File: src/rtl/core/gvfm_pkg.sv
`timescale 1ns / 1ps
`default_nettype none
package gvfm_pkg;

  localparam int unsigned MaxDim   = 32;
  localparam int unsigned GridRows = MaxDim * MaxDim;

  // configuration register indexes
  typedef enum logic [1:0] {
    REG_SIZE_X   = 2'd0,
    REG_SIZE_Y   = 2'd1,
    REG_SIZE_Z   = 2'd2,
    REG_MODEL_ID = 2'd3
  } reg_idx_t;

  // input command codes
  typedef enum logic {
    CMD_WRITE   = 1'b0,
    CMD_REQUEST = 1'b1
  } cmd_code_t;

  typedef struct packed {
    logic       command;
    logic [4:0] vox_x;
    logic [4:0] vox_y;
    logic [4:0] vox_z;
    logic       occupied;
  } in_word_t;

  typedef struct packed {
    logic [2:0]  direction;
    logic [5:0]  plane;
    logic [4:0]  u_start;
    logic [5:0]  u_end;
    logic [4:0]  v_start;
    logic [5:0]  v_end;
    logic [5:0]  rect_width;
    logic [5:0]  rect_height;
    logic [15:0] model_tag;
    logic        done_res;
  } out_word_t;

  typedef struct packed {
    logic [1:0]  index;
    logic [15:0] value;
  } cfg_word_t;

  typedef enum logic [4:0] {
    ST_CLR, ST_IDLE, ST_WR_RD, ST_WR_WR, ST_SEEK, ST_LD_INIT,
    ST_LD_A, ST_LD_B, ST_LD_C, ST_LX_A, ST_LX_B,
    ST_SCAN, ST_RUN, ST_MARK, ST_EMIT, ST_DONE
  } state_t;

  typedef enum logic [4:0] {
    OP_NONE, OP_CLR, OP_WR_RD, OP_WR_WR, OP_NEXT_DIR, OP_NEXT_LAYER,
    OP_DONE, OP_LD_INIT, OP_LD_SELF, OP_LD_NBR, OP_LD_ROW,
    OP_LX_RD, OP_LX_BIT, OP_SCAN, OP_RUN, OP_MARK, OP_EMIT
  } op_t;

  typedef struct packed {
    op_t op;
  } ctrl_cmd_t;

  typedef struct packed {
    logic clr_last;
    logic dir_end;
    logic layer_end;
    logic loaded;
    logic is_x;
    logic ld_last_row;
    logic lx_last;
    logic row_end;
    logic row_hit;
    logic run_stop;
    logic mark_end;
    logic out_busy;
  } dp_status_t;

  // size register as used: zero acts as one, clipped to the grid
  function automatic logic [5:0] eff_size(input logic [5:0] s);
    logic [5:0] r;
    r = s;
    if (s == 6'd0) r = 6'd1;
    else if (s > 6'(MaxDim)) r = 6'(MaxDim);
    return r;
  endfunction

  // ones in the low n bits
  function automatic logic [31:0] low_mask(input logic [5:0] n);
    return ~(32'hFFFF_FFFF << n);
  endfunction

  // index of the lowest set bit, 32 when none
  function automatic logic [5:0] first_one(input logic [31:0] v);
    logic [5:0] r;
    r = 6'd32;
    for (int i = 31; i >= 0; i--) begin
      if (v[i]) r = 6'(i);
    end
    return r;
  endfunction

endpackage
`default_nettype wire

File: src/rtl/core/gvfm_ctrl.sv
`timescale 1ns / 1ps
`default_nettype none
module gvfm_ctrl (
  input  wire logic                  clk,
  input  wire logic                  rst,
  input  wire logic                  in_valid,
  input  wire logic                  in_command,
  input  wire gvfm_pkg::dp_status_t  stat,
  output logic                       idle,
  output gvfm_pkg::ctrl_cmd_t        cmd
);
  gvfm_pkg::state_t state, state_next;

  always_ff @(posedge clk) begin
    if (rst) state <= gvfm_pkg::ST_CLR;
    else     state <= state_next;
  end

  // next state and datapath operation
  always_comb begin
    state_next = state;
    cmd.op     = gvfm_pkg::OP_NONE;
    idle       = 1'b0;
    unique case (state)
      gvfm_pkg::ST_CLR: begin
        cmd.op = gvfm_pkg::OP_CLR;
        if (stat.clr_last) state_next = gvfm_pkg::ST_IDLE;
      end
      gvfm_pkg::ST_IDLE: begin
        idle = 1'b1;
        if (in_valid) begin
          if (in_command == gvfm_pkg::CMD_REQUEST) state_next = gvfm_pkg::ST_SEEK;
          else state_next = gvfm_pkg::ST_WR_RD;
        end
      end
      gvfm_pkg::ST_WR_RD: begin
        cmd.op = gvfm_pkg::OP_WR_RD;
        state_next = gvfm_pkg::ST_WR_WR;
      end
      gvfm_pkg::ST_WR_WR: begin
        cmd.op = gvfm_pkg::OP_WR_WR;
        state_next = gvfm_pkg::ST_IDLE;
      end
      gvfm_pkg::ST_SEEK: begin
        if (stat.dir_end) state_next = gvfm_pkg::ST_DONE;
        else if (stat.layer_end) cmd.op = gvfm_pkg::OP_NEXT_DIR;
        else if (!stat.loaded) state_next = gvfm_pkg::ST_LD_INIT;
        else state_next = gvfm_pkg::ST_SCAN;
      end
      gvfm_pkg::ST_LD_INIT: begin
        cmd.op = gvfm_pkg::OP_LD_INIT;
        state_next = stat.is_x ? gvfm_pkg::ST_LX_A : gvfm_pkg::ST_LD_A;
      end
      gvfm_pkg::ST_LD_A: begin
        cmd.op = gvfm_pkg::OP_LD_SELF;
        state_next = gvfm_pkg::ST_LD_B;
      end
      gvfm_pkg::ST_LD_B: begin
        cmd.op = gvfm_pkg::OP_LD_NBR;
        state_next = gvfm_pkg::ST_LD_C;
      end
      gvfm_pkg::ST_LD_C: begin
        cmd.op = gvfm_pkg::OP_LD_ROW;
        state_next = stat.ld_last_row ? gvfm_pkg::ST_SCAN : gvfm_pkg::ST_LD_A;
      end
      gvfm_pkg::ST_LX_A: begin
        cmd.op = gvfm_pkg::OP_LX_RD;
        state_next = gvfm_pkg::ST_LX_B;
      end
      gvfm_pkg::ST_LX_B: begin
        cmd.op = gvfm_pkg::OP_LX_BIT;
        state_next = stat.lx_last ? gvfm_pkg::ST_SCAN : gvfm_pkg::ST_LX_A;
      end
      gvfm_pkg::ST_SCAN: begin
        if (stat.row_end) begin
          cmd.op = gvfm_pkg::OP_NEXT_LAYER;
          state_next = gvfm_pkg::ST_SEEK;
        end else begin
          cmd.op = gvfm_pkg::OP_SCAN;
          if (stat.row_hit) state_next = gvfm_pkg::ST_RUN;
        end
      end
      gvfm_pkg::ST_RUN: begin
        cmd.op = gvfm_pkg::OP_RUN;
        if (stat.run_stop) state_next = gvfm_pkg::ST_MARK;
      end
      gvfm_pkg::ST_MARK: begin
        if (stat.mark_end) state_next = gvfm_pkg::ST_EMIT;
        else cmd.op = gvfm_pkg::OP_MARK;
      end
      gvfm_pkg::ST_EMIT: begin
        if (!stat.out_busy) begin
          cmd.op = gvfm_pkg::OP_EMIT;
          state_next = gvfm_pkg::ST_IDLE;
        end
      end
      gvfm_pkg::ST_DONE: begin
        if (!stat.out_busy) begin
          cmd.op = gvfm_pkg::OP_DONE;
          state_next = gvfm_pkg::ST_IDLE;
        end
      end
      default: state_next = gvfm_pkg::ST_IDLE;
    endcase
  end
endmodule
`default_nettype wire

File: config.mk
export PLATFORM = sky130hd
export DESIGN_NAME = gvfm_ctrl
export DESIGN_NICKNAME = d
export VERILOG_FILES = /design/src/rtl/core/gvfm_pkg.sv /design/src/rtl/core/gvfm_ctrl.sv
export SDC_FILE = /design/constraint.sdc
export NUM_CORES = 1
export LEC_CHECK = 0
export BUFFER_PORTS_ARGS = -buffer_cell sky130_fd_sc_hd__buf_2
export CELL_PAD_IN_SITES_DETAIL_PLACEMENT = 1
export CELL_PAD_IN_SITES_GLOBAL_PLACEMENT = 1
export CORE_MARGIN = 2
export CORE_UTILIZATION = 35
export CTS_BUF_LIST = sky130_fd_sc_hd__clkbuf_16
export CTS_CLUSTER_SIZE = 8
export DETAILED_ROUTE_END_ITERATION = 12
export GPL_ROUTABILITY_DRIVEN = 0
export GPL_TIMING_DRIVEN = 0
export PLACE_DENSITY_LB_ADDON = 0.1
export RECOVER_POWER = 25
export SETUP_SLACK_MARGIN = 0.4
export SYNTH_ARGS = -nofsm -noshare
export SYNTH_HDL_FRONTEND = slang
export SYNTH_SLANG_ARGS = --single-unit
File: constraint.sdc
create_clock -name clk -period 3.4 [get_ports clk]
set_input_delay 0.85 -clock clk [delete_from_list [all_inputs] [get_ports clk]]
set_output_delay 0.85 -clock clk [all_outputs]
set_load 0.03 [all_outputs]
==> impl_metrics.yaml, run 1 <==
cells_and_area:
  nets: 138
  final_common_cell: "buf_2"
  reg_top3: "state x4"
  regMostFlops: "state"
  multi_input_area_sq_um: 490
  drive_gt1_share_pct: 26.7
  seq_area_sq_um: 80.1
  antennaDiodeCount: 0
  nFillCells: 243
  area_growth_pct: 32.0
  final_cell_mix: "26 x buf_2, 9 x nor2_1, 9 x a21oi_1"
  largest_reg_flops: 4
synthesis:
  synth.distinct_cells: 40
  synthFlopType: "dfxtp_1"
  ys_warn_count: 0
  synth_edf_count: 0
  synth-async-reset-ratio_pct: 0
  synth_top_area_cell: "dfxtp_1"
  syn_nets: 112
  synth_area_leaders: "dfxtp_1 13%, a21oi_1 7.1%, nor2b_1 5.9%"
  ys_seq_area_share_pct: 12.6
  syn-instance-count: 96
  ys_ff_latch: 4
  synth_top_area_share_pct: 12.6
  synth_area_sq_um: 637
  syn_area_per_cell_sq_um: 6.63
sta:
  slew_violations: 0
  period_share_pct: 80.3
  hold_violations: 0
  maxSlewHeadroom_pct: 69.7
  fin_skew_ns: 0.00220
  setup_viol: 0
  finalCriticalPeriod_ns: 2.73
  holdWs_ns: 0.823
  worst-slew-pin-transition_ns: 0.455
  setup-tns-final_ns: 0
  fmaxAchievable_ghz: 0.366
  rsz0062_at_grt: "false"
die:
  die_area_sq_um: 2180
  core-area_sq_um: 1730
  die_w_microns: 46.7
  num_io_pins: 22
  initial_utilization_pct: 36.9
  die_h_microns: 46.7
  rows: 15
placed_design:
  dp_hpwl_microns: 1700
  numPortBuffers: 21
min_path:
  worstHoldStart: "state[0]"
  hp-class: "flip-flop to flip-flop"
run_status:
  status: "completed"
setup_path:
  critPathMaxFanout: 10
  critPathCaptureType: "output pin"
  crit_path_start: "state[1]"
  crit_path_max_incr_delay_ns: 0.40
  arrival_ns: 1.88
  crit_chain: "buf_2 > buf_1 > nand2_1 > nor4b_1 > buf_2"
  r2r_slack_ns: 1.71
  r2r_start: "state[3]"
  crit_type: "flip-flop to output pin"
  start_kind: "flip-flop"
  crit_top_cell: "buf_2"
  required_ns: 2.55
  cp_slowest_cell: "buf_1"
drt:
  drc: 0
  drtIter0Drc: 20
  firstDrtPassIters: 4
  via_per_inst: 5.82
  wl_per_cell_microns: 16.0
  ant_nets: 0
  dr_total_vias: 844
  routed_wl_microns: 2320
power_and_ir_drop:
  cellLeakagePower_nw: 0.374
  vdd_drop_max_uv: 517
  finalPower_uw: 603
  p_per_area_nw_per_um2: 717
global_route:
  grt_max_degree: 11
  grt_pass1_wl_microns: 3560
  grt_usage_pct: 23.0
  antenna_found_initial: 0
  overflow: 0
  grt_pass1_vias: 786
clocking:
  postCtsSetupBuffers: 0
  cts.hold.buffers_added: 0
  clk_pin_slew_ns: 0.03
  clock_latency_ns: 0.22
  htree_levels: 1
  clock-sinks: 4
  clockBufferDepth: 2
  clockRootBuffer: "clkbuf_16"
  cts_resized: 0
  numCtsBuffers: 3
  cts_tree: "built"
run:
  drv_cap: 0
[cell usage after synthesis (2+ instances only)]
library cell  number
o21ai_0            6
nand3b_1           2
clkbuf_1           2
a21boi_0           2
dfxtp_1            4
inv_1              2
nor2b_1            6
nor4b_1            2
buf_2              6
a211oi_1           2
a21oi_1            9
nor2_1             9
and2_1             2
nand2b_1           5
o211ai_1           2
nand3_1            4
mux2i_1            2
nand2_1            6
a31oi_1            2
[power breakdown]
| group | internal, mW | switching, mW |
|---|---|---|
| combinational | 0.131 | 0.221 |
| sequential | 0.0588 | 0.00984 |
| clock | 0.150 | 0.0319 |
| total | 0.340 | 0.263 |
[cell type report]
cell class / count / share of cell area, %
buffer: 10 / 6.25
clock buffer: 3 / 8.93
sequential: 4 / 9.52
timing repair buffer: 21 / 12.4
tap: 25 / 3.72
multi-input combinational: 80 / 58.3
inverter: 2 / 0.893
[cells by family after synthesis]
logic type | Yosys count | synth area share (%)
muxes | 2 | 3.14
and+or+nand+nor | 44 | 40.3
DFF | 4 | 12.6
buffers and inverters | 12 | 9.43
AOI/OAI and AO/OA | 34 | 34.6
[stage by stage]
stage          area, sq um  std cells  util (%)  setup slack [ns]
5_1_grt                841        145      48.7             0.563
3_5_place_dp           773        142      44.8             0.881
4_1_cts                848        145      49.1             0.685
2_1_floorplan          637         96         -             0.562
6_report               841        145      48.7             0.671
3_3_place_gp           773        142      44.8             0.878
[worst max-delay path: cells and delay by family (launching register included)]
kind	cells	cell delay, ns
flops	1	0.39
simple gates	2	0.39
buf+inv	3	0.89
[per-layer routing]
metal	share of wire, %	up-vias	global-route usage (%)
met3	4.5	6	5.10
met5	0	-	0
li1	-	404	-
met1	44	399	27.9
met2	48	35	40.3
met4	2.9	0	6.67
[worst paths after layout]
kind / cells after the start / endpoint
min reg2reg: 3 / state[1]
min: 3 / state[1]
max reg2reg: 6 / state[0]
max: 5 / cmd[4]
No activity file was read; power rests on OpenSTA's default activity.
==> run 2: changes to the inputs <==
--- a/config.mk
+++ b/config.mk
@@ -5,11 +5,12 @@
 export SDC_FILE = /design/constraint.sdc
 export NUM_CORES = 1
 export LEC_CHECK = 0
+export ABC_AREA = 1
 export BUFFER_PORTS_ARGS = -buffer_cell sky130_fd_sc_hd__buf_2
 export CELL_PAD_IN_SITES_DETAIL_PLACEMENT = 1
 export CELL_PAD_IN_SITES_GLOBAL_PLACEMENT = 1
 export CORE_MARGIN = 2
-export CORE_UTILIZATION = 35
+export CORE_UTILIZATION = 30
 export CTS_BUF_LIST = sky130_fd_sc_hd__clkbuf_16
 export CTS_CLUSTER_SIZE = 8
 export DETAILED_ROUTE_END_ITERATION = 12
==> constraint.sdc (replaced) <==
create_clock -name clk -period 2.9 [get_ports clk]
set_input_delay 0.725 -clock clk [delete_from_list [all_inputs] [get_ports clk]]
set_output_delay 0.725 -clock clk [all_outputs]
set_load 0.03 [all_outputs]
==> run 2 against run 1 <==
  * Critical endpoint is now cmd[2]
  * First-iteration DRC count shrank 35%
  * Combinational power is 39% higher
  * Largest power group unchanged
  * Final cell count rose by 20%
  * Non-clock buffer count is 10 lower
  * Register-to-register slack got worse by 0.36 ns
  * Highest routed layer unchanged
==> impl_metrics.yaml, run 2 <==
run_status:
  status: "completed"
sta:
  setup_viol: 0
  fmaxAchievable_ghz: 0.423
  fin_ws_ns: 0.537
  slew_violations: 0
  hold_violations: 0
  setup-tns-final_ns: 0
  worst-slew-pin-transition_ns: 0.344
  period_share_pct: 81.5
  fin_skew_ns: 0.00309
  holdWs_ns: 0.607
  rsz0062_at_grt: "false"
  maxSlewHeadroom_pct: 77.0
  finalCriticalPeriod_ns: 2.36
die:
  initial_utilization_pct: 31.3
  rows: 16
  num_io_pins: 22
  core-area_sq_um: 1940
  die_area_sq_um: 2400
  die_w_microns: 49.0
  die_h_microns: 49.0
cells_and_area:
  regMostFlops: "state"
  final_cell_mix: "47 x nand2_1, 23 x nor2_1, 21 x buf_2"
  antennaDiodeCount: 0
  nFillCells: 300
  drive_gt1_share_pct: 25.9
  nets: 165
  final_common_cell: "nand2_1"
  area_growth_pct: 34.4
  final_cell_area_sq_um: 817
  largest_reg_flops: 4
  post-route-util_pct: 42.1
  reg_top3: "state x4"
synthesis:
  ys_warn_count: 0
  ys_ff_latch: 4
  syn_nets: 139
  netlist_top_cells_count: "46 x nand2_1, 23 x nor2_1, 13 x inv_1"
  synth-async-reset-ratio_pct: 0
  syn_area_per_cell_sq_um: 4.94
  synth_area_sq_um: 608
  yosys.area_share.adder_pct: 0
  syn-instance-count: 123
  synth-compound-area-share_pct: 3.50
  synth-xor-area-share_pct: 0
  synth_top_family_by_area: "simple AND/OR/NAND/NOR gates"
  synth.distinct_cells: 20
  synth_top_area_cell: "nand2_1"
  ys_seq_area_share_pct: 13.2
  synth_top_area_share_pct: 28.4
  synthMuxAreaShare_pct: 0
  synthFlopType: "dfxtp_1"
  synth_area_leaders: "nand2_1 28%, nor2_1 14%, dfxtp_1 13%"
  synth.most_common_cell: "nand2_1"
  synth_simple_gate_area_share_pct: 72.2
  synth_edf_count: 0
drt:
  drtIter0Drc: 13
  drc: 0
  routed_wl_microns: 2040
  wl_per_cell_microns: 11.7
  dr_total_vias: 832
  ant_nets: 0
  firstDrtPassIters: 4
  via_per_inst: 4.78
power_and_ir_drop:
  p_clk_share_pct: 25.9
  p_comb_share_pct: 59.5
  p_switching_uw: 417
  p_sw_share_pct: 50.8
  internal_power_uw: 404
  seqPwrFrac_pct: 14.6
  p_per_area_nw_per_um2: 1000
  cellLeakagePower_nw: 0.501
  vdd_drop_max_uv: 583
setup_path:
  crit_type: "flip-flop to output pin"
  critPathCaptureType: "output pin"
  critPathMaxFanout: 7
  arrival_ns: 1.64
  start_kind: "flip-flop"
  required_ns: 2.17
global_route:
  overflow: 0
  grt_pass1_wl_microns: 3440
  grt_max_degree: 9
  grt_pass1_vias: 830
  grt_usage_pct: 18.2
  antenna_found_initial: 0
clocking:
  clock-sinks: 4
  clk_pin_slew_ns: 0.03
  htree_levels: 1
  clock_latency_ns: 0.22
  numCtsBuffers: 3
  clockRootBuffer: "clkbuf_16"
  clockBufferDepth: 2
  cts_tree: "built"
  postCtsSetupBuffers: 0
placed_design:
  placed_cell_area_sq_um: 747
  numPortBuffers: 21
  dpl_worst_slack_ns: 0.617
  dp_hpwl_microns: 1660
run:
  drv_cap: 0
min_path:
  hp-class: "flip-flop to flip-flop"
run 2: cell count changes in the layout (fill, tap and decap cells not counted), moves of 6 or more:
cell | before | now
nand3_1 | 4 | 10
nand2_1 | 6 | 47
nor2_1 | 9 | 23
a21oi_1 | 9 | 0
inv_1 | 2 | 13
nor2b_1 | 6 | 0
run 2: power by group through the flow:
stage / Combinational, mW / Sequential (mW) / Clock [mW]
after global routing: 0.549 / 0.124 / 0.224
final: 0.488 / 0.120 / 0.213
after floorplan: 0.377 / 0.107 / 0
after global placement: 0.497 / 0.117 / 0
after CTS: 0.503 / 0.118 / 0.216
after detailed placement: 0.499 / 0.118 / 0
run 2: layout make-up:
class                           count  area (sq um)  area share (%)
Multi-Input combinational cell    101           453            55.4
Timing Repair Buffer               21           105            12.9
Sequential cell                     4          82.6            10.1
Clock buffer                        3          75.1            9.19
Inverter                           18          67.6            8.27
Tap cell                           27          33.8            4.13
run 2: per-stage QoR:
step | power [mW] | cells
floorplan | 0.484 | 123
global placement | 0.614 | 171
detailed placement | 0.617 | 171
CTS | 0.837 | 174
global route | 0.897 | 174
finish | 0.821 | 174
run 2: logic make-up (layout without fill, tap and decap cells):
logic type	Yosys count	count (layout)
and+or+nand+nor	98	98
buffers and inverters	18	42
DFF	4	4
AOI/OAI and AO/OA	3	3
run 2: layer usage:
metal | GRT usage, % | wire [microns] | up-vias
li1 | - | - | 436
met1 | 22.1 | 887 | 370
met2 | 31.5 | 1020 | 24
met3 | 5.52 | 131 | 2
met4 | 4.29 | 8 | 0
met5 | 0 | 0 | -
run 2: worst paths after layout:
check                 from       end  slack (ns)  cells past startpoint
setup / recovery  state[1]    cmd[2]        0.54                      6
hold / removal    state[3]  state[3]        0.61                      4
setup reg to reg  state[2]  state[0]        1.35                      9
hold reg to reg   state[3]  state[3]        0.61                      4
run 2: worst max-delay path, cell delays in order, from the launching register on:
cell	delay, ns
dfxtp_1	0.51
inv_2	0.14
nand2_1	0.14
o21ai_0	0.13
nor2_1	0.16
o2111ai_1	0.13
buf_2	0.20
run 2: repair_timing:
| item | 4_1_cts | 5_1_grt |
|---|---|---|
| gates resized for setup | 0 | 2 |
| endpoints found under the setup margin | 0 | 1 |
| hold buffers | 0 | 0 |
